### src/rtl/core/u8u16_pkg.sv
// shared types, constants and helper functions for the utf-8 to utf-16 decoder
// no dependencies
package u8u16_pkg;

  localparam int unsigned BYTE_W  = 8;
  localparam int unsigned UNIT_W  = 21;
  localparam int unsigned CAP_W   = 21;
  localparam int unsigned CFG_W   = 21;
  localparam int unsigned IDX_W   = 1;
  localparam int unsigned PEND_W  = 2;

  // default depth of the job queue between front and back
  localparam int unsigned QUEUE_DEPTH = 4;

  // configuration register indexes
  localparam logic [IDX_W-1:0] REG_UNIT_MODE = 1'b0;
  localparam logic [IDX_W-1:0] REG_CAPACITY  = 1'b1;

  // unit modes
  localparam logic MODE_UTF16 = 1'b0;
  localparam logic MODE_UTF32 = 1'b1;

  localparam logic [CAP_W-1:0]  CAP_RESET   = 21'h100000;
  localparam logic [UNIT_W-1:0] BMP_MAX     = 21'h00FFFF;
  localparam logic [UNIT_W-1:0] POINT_MAX   = 21'h10FFFF;
  localparam logic [UNIT_W-1:0] SUPP_BASE   = 21'h010000;
  localparam logic [UNIT_W-1:0] HI_SURR     = 21'h00D800;
  localparam logic [UNIT_W-1:0] LO_SURR     = 21'h00DC00;
  localparam logic [1:0]        CONT_TAG    = 2'b10;

  // one decoded byte: up to two payload units, or a terminator
  typedef struct packed {
    logic [UNIT_W-1:0] unit0;
    logic [UNIT_W-1:0] unit1;
    logic              pair;
    logic              is_end;
    logic              ok;
  } job_t;

  // room left once a string starts, capacity zero behaves like one
  function automatic logic [CAP_W-1:0] initial_room(input logic [CAP_W-1:0] cap);
    initial_room = (cap == '0) ? '0 : cap - CAP_W'(1);
  endfunction

  function automatic logic [UNIT_W-1:0] high_surrogate(input logic [UNIT_W-1:0] cp);
    logic [UNIT_W-1:0] off;
    off = cp - SUPP_BASE;
    high_surrogate = (off >> 10) + HI_SURR;
  endfunction

  function automatic logic [UNIT_W-1:0] low_surrogate(input logic [UNIT_W-1:0] cp);
    low_surrogate = {11'd0, cp[9:0]} + LO_SURR;
  endfunction

endpackage

### src/rtl/core/u8u16_front.sv
// front end: accepts utf-8 bytes, tracks sequence state and room, builds jobs
// depends on u8u16_pkg
module u8u16_front (
  input  logic                            clk,
  input  logic                            rst_n,
  input  logic                            cfg_we,
  input  logic [u8u16_pkg::IDX_W-1:0]     cfg_index,
  input  logic [u8u16_pkg::CFG_W-1:0]     cfg_data,
  input  logic                            accept,
  input  logic [u8u16_pkg::BYTE_W-1:0]    byte_in,
  output logic                            push,
  output u8u16_pkg::job_t                 job
);

  logic                             mode_r;
  logic [u8u16_pkg::CAP_W-1:0]      cap_r;
  logic [u8u16_pkg::UNIT_W-1:0]     partial_r, partial_nxt;
  logic [u8u16_pkg::PEND_W-1:0]     pend_r, pend_nxt;
  logic                             halted_r, halted_nxt;
  logic [u8u16_pkg::CAP_W-1:0]      room_r, room_nxt;
  logic                             good_r, good_nxt;

  logic [u8u16_pkg::UNIT_W-1:0]     cont_point;
  logic [u8u16_pkg::UNIT_W-1:0]     cp;
  logic                             finish;
  logic                             emit;

  assign cont_point = {partial_r[u8u16_pkg::UNIT_W-7:0], byte_in[5:0]};

  always_comb begin
    partial_nxt = partial_r;
    pend_nxt    = pend_r;
    halted_nxt  = halted_r;
    room_nxt    = room_r;
    good_nxt    = good_r;
    finish      = 1'b0;
    cp          = {13'd0, byte_in};
    emit        = 1'b0;
    job         = '0;

    if (byte_in == '0) begin
      // terminator, then a fresh string
      job.is_end  = 1'b1;
      job.ok      = good_r && (pend_r == '0);
      emit        = 1'b1;
      partial_nxt = '0;
      pend_nxt    = '0;
      halted_nxt  = 1'b0;
      room_nxt    = u8u16_pkg::initial_room(cap_r);
      good_nxt    = 1'b1;
    end else if (halted_r) begin
      emit = 1'b0;
    end else if (pend_r != '0) begin
      if (byte_in[7:6] != u8u16_pkg::CONT_TAG) begin
        good_nxt   = 1'b0;
        halted_nxt = 1'b1;
        pend_nxt   = '0;
      end else begin
        partial_nxt = cont_point;
        pend_nxt    = pend_r - u8u16_pkg::PEND_W'(1);
        cp          = cont_point;
        finish      = (pend_r == u8u16_pkg::PEND_W'(1));
      end
    end else if (byte_in[7] == 1'b0) begin
      finish = 1'b1;
    end else if (byte_in inside {[8'hC0:8'hDF]}) begin
      partial_nxt = {16'd0, byte_in[4:0]};
      pend_nxt    = 2'd1;
    end else if (byte_in inside {[8'hE0:8'hEF]}) begin
      partial_nxt = {17'd0, byte_in[3:0]};
      pend_nxt    = 2'd2;
    end else if (byte_in inside {[8'hF0:8'hF7]}) begin
      partial_nxt = {18'd0, byte_in[2:0]};
      pend_nxt    = 2'd3;
    end else begin
      good_nxt   = 1'b0;
      halted_nxt = 1'b1;
    end

    // completed code point: spend room, then emit
    if (finish) begin
      if (room_r == '0) begin
        halted_nxt = 1'b1;
      end else if (cp <= u8u16_pkg::BMP_MAX) begin
        room_nxt  = room_r - u8u16_pkg::CAP_W'(1);
        job.unit0 = cp;
        emit      = 1'b1;
      end else if (room_r == u8u16_pkg::CAP_W'(1)) begin
        room_nxt   = '0;
        halted_nxt = 1'b1;
      end else begin
        room_nxt = room_r - u8u16_pkg::CAP_W'(2);
        if (cp > u8u16_pkg::POINT_MAX) begin
          good_nxt = 1'b0;
        end else if (mode_r == u8u16_pkg::MODE_UTF16) begin
          job.unit0 = u8u16_pkg::high_surrogate(cp);
          job.unit1 = u8u16_pkg::low_surrogate(cp);
          job.pair  = 1'b1;
          emit      = 1'b1;
        end else begin
          job.unit0 = cp;
          emit      = 1'b1;
        end
      end
    end
  end

  assign push = accept && emit;

  always_ff @(posedge clk) begin
    if (!rst_n) begin
      mode_r    <= u8u16_pkg::MODE_UTF16;
      cap_r     <= u8u16_pkg::CAP_RESET;
      partial_r <= '0;
      pend_r    <= '0;
      halted_r  <= 1'b0;
      room_r    <= u8u16_pkg::initial_room(u8u16_pkg::CAP_RESET);
      good_r    <= 1'b1;
    end else if (cfg_we) begin
      if (cfg_index == u8u16_pkg::REG_UNIT_MODE) begin
        mode_r <= cfg_data[0];
      end else if (cfg_index == u8u16_pkg::REG_CAPACITY) begin
        cap_r  <= cfg_data;
        room_r <= u8u16_pkg::initial_room(cfg_data);
      end
    end else if (accept) begin
      partial_r <= partial_nxt;
      pend_r    <= pend_nxt;
      halted_r  <= halted_nxt;
      room_r    <= room_nxt;
      good_r    <= good_nxt;
    end
  end

endmodule

### src/rtl/core/u8u16_queue.sv
// small job queue between front and back, register based
// depends on u8u16_pkg
module u8u16_queue #(
  parameter int unsigned DEPTH = u8u16_pkg::QUEUE_DEPTH
) (
  input  logic            clk,
  input  logic            rst_n,
  input  logic            push,
  input  u8u16_pkg::job_t push_job,
  input  logic            pop,
  output logic            full,
  output logic            not_empty,
  output u8u16_pkg::job_t head_job
);

  localparam int unsigned AW = (DEPTH > 1) ? $clog2(DEPTH) : 1;
  localparam int unsigned CW = $clog2(DEPTH + 1);

  u8u16_pkg::job_t  mem [DEPTH];
  logic [AW-1:0]    wr_ptr_r, rd_ptr_r;
  logic [CW-1:0]    count_r;

  assign full      = (count_r == CW'(DEPTH));
  assign not_empty = (count_r != '0);
  assign head_job  = mem[rd_ptr_r];

  always_ff @(posedge clk) begin
    if (push) begin
      mem[wr_ptr_r] <= push_job;
    end
  end

  always_ff @(posedge clk) begin
    if (!rst_n) begin
      wr_ptr_r <= '0;
      rd_ptr_r <= '0;
      count_r  <= '0;
    end else begin
      if (push) begin
        wr_ptr_r <= (wr_ptr_r == AW'(DEPTH - 1)) ? '0 : wr_ptr_r + AW'(1);
      end
      if (pop) begin
        rd_ptr_r <= (rd_ptr_r == AW'(DEPTH - 1)) ? '0 : rd_ptr_r + AW'(1);
      end
      if (push && !pop) begin
        count_r <= count_r + CW'(1);
      end else if (pop && !push) begin
        count_r <= count_r - CW'(1);
      end
    end
  end

endmodule

### src/rtl/core/u8u16_back.sv
// back end: turns queued jobs into result beats, two beats for a surrogate pair
// depends on u8u16_pkg
module u8u16_back (
  input  logic                          clk,
  input  logic                          rst_n,
  input  logic                          job_valid,
  input  u8u16_pkg::job_t               job,
  output logic                          pop,
  output logic                          out_valid,
  input  logic                          out_stall,
  output logic [u8u16_pkg::UNIT_W-1:0]  out_code_unit,
  output logic                          out_is_end,
  output logic                          out_ok,
  output logic                          out_last
);

  logic second_r;
  logic take;

  assign out_valid     = job_valid;
  assign take          = job_valid && !out_stall;
  assign out_code_unit = second_r ? job.unit1 : job.unit0;
  assign out_is_end    = job.is_end;
  assign out_ok        = job.ok;
  assign out_last      = !job.pair || second_r;
  assign pop           = take && out_last;

  always_ff @(posedge clk) begin
    if (!rst_n) begin
      second_r <= 1'b0;
    end else if (take) begin
      second_r <= !out_last;
    end
  end

endmodule

### src/rtl/core/utf8_to_utf16_decoder.sv
// utf-8 byte stream to utf-16 or utf-32 code unit decoder, top level
// the job built from an accepted byte is registered in the job queue, whose head drives the result port
// throughput: one byte per cycle while the job queue has room; a surrogate pair needs two result
// beats, so sustained rate is set by the result port, one beat per cycle while out_stall is low
// reset: synchronous active-low rst_n; mode utf-16, capacity 1048576, queue empty
// depends on u8u16_pkg, u8u16_front, u8u16_queue, u8u16_back
module utf8_to_utf16_decoder #(
  parameter int unsigned QDEPTH = u8u16_pkg::QUEUE_DEPTH
) (
  input  logic                          clk,
  input  logic                          rst_n,
  // configuration write port
  input  logic                          cfg_we,
  input  logic [u8u16_pkg::IDX_W-1:0]   cfg_index,
  input  logic [u8u16_pkg::CFG_W-1:0]   cfg_data,
  // byte input channel
  input  logic                          in_valid,
  output logic                          in_stall,
  input  logic [u8u16_pkg::BYTE_W-1:0]  in_byte,
  // result channel
  output logic                          out_valid,
  input  logic                          out_stall,
  output logic [u8u16_pkg::UNIT_W-1:0]  out_code_unit,
  output logic                          out_is_end,
  output logic                          out_ok,
  output logic                          out_last
);

  logic            accept;
  logic            push;
  logic            pop;
  logic            q_full;
  logic            q_not_empty;
  u8u16_pkg::job_t front_job;
  u8u16_pkg::job_t head_job;

  // front stalls only when the job queue has no free slot
  assign in_stall = q_full;
  assign accept   = in_valid && !in_stall;

  // decode state, room accounting and config registers
  u8u16_front u_front (
    .clk       (clk),
    .rst_n     (rst_n),
    .cfg_we    (cfg_we),
    .cfg_index (cfg_index),
    .cfg_data  (cfg_data),
    .accept    (accept),
    .byte_in   (in_byte),
    .push      (push),
    .job       (front_job)
  );

  // decouples byte intake from result delivery
  u8u16_queue #(
    .DEPTH (QDEPTH)
  ) u_queue (
    .clk       (clk),
    .rst_n     (rst_n),
    .push      (push),
    .push_job  (front_job),
    .pop       (pop),
    .full      (q_full),
    .not_empty (q_not_empty),
    .head_job  (head_job)
  );

  // one beat per cycle from the queue head while out_stall is low
  u8u16_back u_back (
    .clk           (clk),
    .rst_n         (rst_n),
    .job_valid     (q_not_empty),
    .job           (head_job),
    .pop           (pop),
    .out_valid     (out_valid),
    .out_stall     (out_stall),
    .out_code_unit (out_code_unit),
    .out_is_end    (out_is_end),
    .out_ok        (out_ok),
    .out_last      (out_last)
  );

endmodule

### config.mk
export PLATFORM = sky130hd
export DESIGN_NAME = utf8_to_utf16_decoder
export DESIGN_NICKNAME = d
export VERILOG_FILES = /design/src/rtl/core/u8u16_pkg.sv /design/src/rtl/core/u8u16_front.sv /design/src/rtl/core/u8u16_queue.sv /design/src/rtl/core/u8u16_back.sv /design/src/rtl/core/utf8_to_utf16_decoder.sv
export SDC_FILE = /design/constraint.sdc
export NUM_CORES = 1
export LEC_CHECK = 0
export BUFFER_PORTS_ARGS = -buffer_cell sky130_fd_sc_hd__buf_2
export CORE_ASPECT_RATIO = 0.9
export CORE_MARGIN = 1.5
export CORE_UTILIZATION = 55
export DETAILED_ROUTE_END_ITERATION = 7
export GPL_ROUTABILITY_DRIVEN = 1
export PLACE_DENSITY = 0.72
export SETUP_SLACK_MARGIN = 0.3
export SLEW_MARGIN = 20
export SYNTH_ARGS = -nofsm -noshare
export SYNTH_HDL_FRONTEND = slang
export SYNTH_HIERARCHICAL = 1
export SYNTH_SLANG_ARGS = --single-unit
### constraint.sdc
create_clock -name clk -period 4.4 [get_ports clk]
set_clock_uncertainty 0.2 [all_clocks]
set_input_delay 0.66 -clock clk [delete_from_list [all_inputs] [get_ports clk]]
set_output_delay 0.66 -clock clk [all_outputs]
set_load 0.1 [all_outputs]
==> results of run 1 <==
-- power groups by stage --
stage	registers [µW]	logic [µW]	clock network (µW)
floorplan	2790	1760	0
global placement	2870	1960	0
detailed placement	2870	1980	0
CTS	2830	2000	2220
global route	2850	2110	2310
finish	2830	1990	2190
-- cells by family after synthesis --
group                      count (synthesis)  synth area share
other                                      1          0.000293
adders and majority gates                 16            0.0162
xor gates and xnor gates                  43            0.0294
AOI/OAI and AO/OA                        218             0.113
buffers and inverters                    105            0.0446
muxes                                     77             0.108
DFF                                      252             0.534
and+or+nand+nor                          378             0.154
-- metrics by stage --
stage / worst slack, ps / cells / total power [µW] / area [µm²]
after floorplan: 305 / 1095 / 4550 / 12900
after global placement: 344 / 1406 / 4830 / 13400
after detailed placement: 184 / 1406 / 4860 / 13400
after CTS: 303 / 1451 / 7040 / 14300
after global routing: 306 / 1452 / 7270 / 14300
final: 513 / 1453 / 7010 / 14300
-- worst reg2reg max path, delay by kind of cell (launching register included) --
kind            cells  cell delay (ps)
fa+ha+maj           4              980
simple gates        6             1130
buf+inv             4              490
compound gates      3              530
flops               1              330
xor+xnor            1              150
-- path summary, 6_finish.rpt --
| path | start | end | slack [ps] | depth (start not counted) |
|---|---|---|---|---|
| hold / removal | cfg_data[20] | u_front/cap_r[20] | 200 | 3 |
| setup reg to reg | u_front/pend_r[0] | u_queue/count_r[2] | 510 | 18 |
| setup / recovery | u_front/pend_r[0] | u_queue/count_r[2] | 510 | 18 |
| hold reg to reg | u_front/pend_r[0] | u_front/pend_r[0] | 290 | 2 |
-- what timing repair did --
item	CTS	global route
setup buffers	0	1
gates resized for setup	0	2
endpoints found under the setup margin	0	1
-- area by class of cell --
| cell class | count | area (µm²) | area share |
|---|---|---|---|
| Sequential cell | 252 | 6850 | 0.480 |
| Multi-Input combinational cell | 738 | 5490 | 0.384 |
| Clock buffer | 28 | 657 | 0.0460 |
| Timing Repair Buffer | 99 | 643 | 0.0450 |
| Tap cell | 297 | 372 | 0.0260 |
| Clock inverter | 17 | 190 | 0.0133 |
| Inverter | 21 | 78.8 | 0.00552 |
| Antenna cell | 1 | 2.50 | 0.000175 |
-- registers in the layout, summed over array words and instances, names as in the netlist, 2 cells and up, named ones only --
register and flops:
u_front/pend_r 2, u_queue/rd_ptr_r 2, u_front/cap_r 21, u_queue/mem 180
u_front/room_r 21, u_front/partial_r 15, u_queue/wr_ptr_r 2, u_queue/count_r 3
-- synthesized netlist by cell type, drive strengths merged (6+ instances only) --
cell    number  area share
mux2        24       0.021
a211oi       8      0.0051
and2        18      0.0089
ha          15       0.015
and3         6      0.0029
a21boi      39       0.023
a21oi       44       0.017
clkbuf      43       0.013
buf         41       0.026
nor3        41       0.016
mux4        45       0.081
or4         15      0.0094
o311ai       6      0.0041
xnor2       31       0.021
nor4        23       0.013
inv         21      0.0061
xor2        12      0.0082
nand4       11      0.0054
edfxtp     180        0.42
or3         18      0.0088
dfxtp       72        0.11
mux2i        8      0.0062
o21ai       55       0.021
nand2b      10      0.0055
o31ai        9      0.0063
nor2        55       0.016
nand2      110       0.032
a31oi       11      0.0054
nand3       39       0.015
nor2b       12      0.0066
-- per-layer routing --
metal,up-vias,share of wire,track usage
met5,-,0.00037,0
met4,2,0.015,0.0545
met1,4505,0.46,0.383
li1,4227,-,-
met2,347,0.46,0.384
met3,36,0.071,0.0393
==> impl_metrics.csv, run 1 <==
group,metric,value,unit
sta,hold_viol,0,
cts,clock-root-buffer,"clkbuf_16",
critical_path,crit_arrival,4120,ps
cts,clk_pin_slew_worst_paths,70,ps
sta,slew_headroom,0.356,
placement,hpwl,19700,µm
sta,setup_viol_count_final,0,
critical_path,cp.required,4630,ps
critical_path,max_stage_delay,440,ps
cells_and_area,most-common-layout-cells,"180 x edfxtp_1, 109 x nand2_1, 70 x dfxtp_1, 60 x buf_2, 55 x nor2_1",
sta,rsz0062_at_grt,"no",
placement,gp_congestion,0.911,
floorplanning,initial_core_util,0.565,
cts,cts_buffers,25,
power,pwr-share-clk,0.313,
yosys,ys_seq_area_frac,0.534,
sta,post-route-min-period,3890,ps
power,pwr-share-comb,0.284,
yosys,ys_warn_count,6,
sta,tightest_slew,957,ps
yosys,synth_flop_cell,"edfxtp_1",
power,p_leak,0.00478,µW
drt,wl_per_cell,20.7,µm
critical_path,critPathSlowestCell,"fa_1",
cts,cts_tree,"built",
yosys,ys_async_sr_fraction,0,
outcome,status,"finished clean",
cells_and_area,final_common_cell,"edfxtp_1",
critical_path,path_delay_family,"simple AND/OR/NAND/NOR gates",
drt,vias,9117,
cts,clockBufferDepth,3,
cts,insertion_delay,530,ps
cts,ctsHoldBuffers,0,
cts,cts.sinks,252,
cells_and_area,fill_cells,1737,
floorplanning,pin_count,61,
sta,maxSlewViolCount,0,
yosys,ys_seq_elements,252,
power,power.internal,4610,µW
cells_and_area,final_nets,1188,
drt,final_antenna_net_count,0,
drt,drt_first_pass_iters,5,
yosys,syn_inst,1090,
critical_path,path_buf_inv,4,
critical_path,path_max_fanout,11,
placement,portBuffers,60,
cells_and_area,final_util,0.629,
grt,antenna_found_initial,2,
drt,wl,30000,µm
cells_and_area,area_growth,11.4,%
power,power_switching,2410,µW
grt,grt_max_degree,47,
yosys,avgSynthCellArea,11.8,µm²
critical_path,setup.worst_path.class,"register to register",
floorplanning,fp.dieW,164,µm
grt,grt_overflow,0,
cells_and_area,drive_above_1_share,0.210,
yosys,synth_edf_count,180,
power,p_sw_frac,0.343,
floorplanning,die_y,148,µm
critical_path,worst_setup_path_start_kind,"register",
critical_path,cp-end-kind,"register",
power,pwr_density_cell,491,nW/µm²
flow_run,max_cap_viol_count,0,
power,seqPwrFrac,0.403,
floorplanning,core,22700,µm²
sta,setup_tns,0,ps
grt,grt_pass1_vias,8632,
yosys,synth_area,12800,µm²
floorplanning,dieArea,24200,µm²
grt,grt_pass1_wl,47900,µm
drt,drt-initial-drc-count,1025,
grt,grtUsageTotal,0.252,
sta,whs,202,ps
power,vdd.ir_drop.worst,0.822,mV
cts,htreeDepth,1,
drt,via_per_inst,6.27,
yosys,synth_cell_type_count,88,
sta,fin_crit_sh,0.883,
sta,max_freq,0.257,GHz
floorplanning,rows,52,
critical_path,crit_path_cell_trace,"inv_1 > ha_1 > buf_4 > nor3_2 > buf_4 > nand2_1 > ha_2 > o21ai_2 > nor4_4 > nor4_4 > nor3b_2 > o21a_2 > ha_4 > inv_1 > fa_1 > xor2_1 > or3_1 > a21boi_0",
drt,drc,0,
worst_hold_path,hold_path_class,"input port to register",
Note: power is estimated with default switching activity, not from simulation.
==> run 2: changes to the inputs <==
--- a/config.mk
+++ b/config.mk
@@ -11,7 +11,7 @@
 export CORE_UTILIZATION = 55
 export DETAILED_ROUTE_END_ITERATION = 7
 export GPL_ROUTABILITY_DRIVEN = 1
-export PLACE_DENSITY = 0.72
+export PLACE_DENSITY = 0.7
 export SETUP_SLACK_MARGIN = 0.3
 export SLEW_MARGIN = 20
 export SYNTH_ARGS = -nofsm -noshare
==> constraint.sdc (replaced) <==
create_clock -name clk -period 3.93 [get_ports clk]
set_clock_uncertainty 0.2 [all_clocks]
set_input_delay 0.5895 -clock clk [delete_from_list [all_inputs] [get_ports clk]]
set_output_delay 0.5895 -clock clk [all_outputs]
set_load 0.1 [all_outputs]
==> impl_metrics.csv, run 2 (synthesis results as in run 1) <==
group,metric,value,unit
critical_path,worst_setup_path_start_kind,"register",
power,finalPower,7860,µW
drt,wl,30700,µm
worst_hold_path,hold_path_class,"input port to register",
critical_path,cp-end-kind,"register",
placement,dp_slack,55.9,ps
power,p_leak,0.00488,µW
cts,cts.sinks,252,
placement,portBuffers,60,
cells_and_area,fill_cells,1732,
cts,clockBufferDepth,3,
placement,hpwl,20800,µm
critical_path,crit_arrival,3730,ps
drt,drt-initial-drc-count,927,
cells_and_area,drive_above_1_share,0.226,
critical_path,cp.required,4160,ps
floorplanning,core,22700,µm²
power,vdd.ir_drop.worst,0.578,mV
cells_and_area,largest_register,"u_queue/mem",
sta,rsz0062_at_grt,"no",
cells_and_area,ff_latch_area,6860,µm²
cts,ctsHoldBuffers,0,
cts,clk_pin_slew_worst_paths,60,ps
cells_and_area,final_common_cell,"edfxtp_1",
drt,wl_per_cell,20.9,µm
sta,fin_ws,428,ps
sta,setup_tns,0,ps
drt,vias,9313,
cells_and_area,final_nets,1202,
sta,setup_viol_count_final,0,
sta,fin_crit_sh,0.891,
grt,grt_pass1_wl,47800,µm
drt,via_per_inst,6.35,
sta,max_freq,0.286,GHz
sta,whs,102,ps
cells_and_area,largest_reg_flops,180,
placement,gp_congestion,0.898,
grt,antenna_found_initial,0,
power,pwr_density_cell,542,nW/µm²
floorplanning,initial_core_util,0.565,
floorplanning,pin_count,61,
sta,hold_viol,0,
critical_path,setup.worst_path.class,"register to register",
grt,grt_overflow,0,
cells_and_area,most-common-layout-cells,"180 x edfxtp_1, 108 x nand2_1, 66 x dfxtp_1, 60 x buf_2, 55 x nor2_1",
grt,grt_pass1_vias,8678,
cts,cts_tree,"built",
floorplanning,die_y,148,µm
critical_path,crit_end,"u_front/room_r[6]",
floorplanning,fp.dieW,164,µm
grt,grtUsageTotal,0.254,
critical_path,path_max_fanout,7,
sta,maxSlewViolCount,0,
critical_path,reg2reg_slack,430,ps
drt,drt_first_pass_iters,5,
critical_path,reg2regPathDepth,9,
drt,drc,0,
cells_and_area,multi_input_comb_area,5580,µm²
critical_path,timing.rr.start,"u_front/cap_r[0]",
cts,cts_buffers,25,
cells_and_area,top_regs,"u_queue/mem x180, u_front/cap_r x21, u_front/room_r x21",
cts,insertion_delay,540,ps
sta,tightest_slew,763,ps
floorplanning,rows,52,
flow_run,max_cap_viol_count,0,
cts,clock-root-buffer,"clkbuf_16",
cells_and_area,num_antenna_cells,0,
drt,final_antenna_net_count,0,
cts,htreeDepth,1,
critical_path,r2r-end,"u_front/room_r[6]",
critical_path,cp-startpoint,"u_front/cap_r[0]",
floorplanning,dieArea,24200,µm²
grt,grt_max_degree,46,
sta,post-route-min-period,3500,ps
sta,slew_headroom,0.484,
outcome,status,"finished clean",
cells_and_area,area_growth,13.1,%
## run 2: cell count changes in the layout (fill, tap and decap cells not counted), sizes merged
cell / before / now
clkinvlp: 2 / 3
bufinv: 4 / 3
inv: 22 / 23
clkinv: 10 / 9
clkbuf: 28 / 29
buf: 99 / 113
diode: 1 / 0
## run 2: per-stage QoR
step,area [µm²],utilization,std cells
floorplan,12900,-,1095
global placement,13600,0.597,1417
detailed placement,13600,0.597,1417
CTS,14400,0.636,1464
global route,14500,0.639,1467
finish,14500,0.639,1467
## run 2: area by class of cell
type | count | area share
tap | 297 | 0.0256
clock inverter | 17 | 0.0131
clock buffer | 29 | 0.0449
inverter | 21 | 0.00544
sequential | 252 | 0.473
multi-input combinational | 738 | 0.385
timing repair buffer | 113 | 0.0533
## run 2: repair_timing
action / CTS / global route
endpoints found under the setup margin: 111 / 135
cloned: 0 / 0
setup buffers: 1 / 3
pin swaps: 1 / 3
gates resized for setup: 5 / 9
endpoints found under the hold margin: 0 / 0
## run 2: layer usage
metal	track usage	wire length [µm]
met4	0.0568	514
met3	0.0446	2520
met2	0.380	13700
met5	0	0
met1	0.386	14000
## run 2: worst max-delay path, cell delays in order, from the launching register on
cell	delay [ps]
dfxtp_1	360
inv_1	80
ha_1	190
or4b_2	710
nor4b_1	720
a21oi_1	410
nand2_1	210
a21oi_1	100
o311a_1	140
a211o_1	260
## run 2: power by group
part | internal (µW) | total [µW] | switching [µW]
registers | 3010 | 3180 | 169
logic | 711 | 2270 | 1560
clock network | 1400 | 2420 | 1020
total | 5120 | 7860 | 2750
## run 2: how the worst min path moves through the flow
stage	startpoint	end	slack [ps]	cells after the start
after floorplan	u_front/pend_r[1]	u_front/pend_r[1]	240	2
after global placement	u_front/pend_r[1]	u_front/pend_r[1]	250	2
after detailed placement	u_front/pend_r[1]	u_front/pend_r[1]	260	2
after CTS	cfg_data[20]	u_front/cap_r[20]	100	3
after global routing	cfg_data[20]	u_front/cap_r[20]	120	3
final	cfg_data[20]	u_front/cap_r[20]	100	3
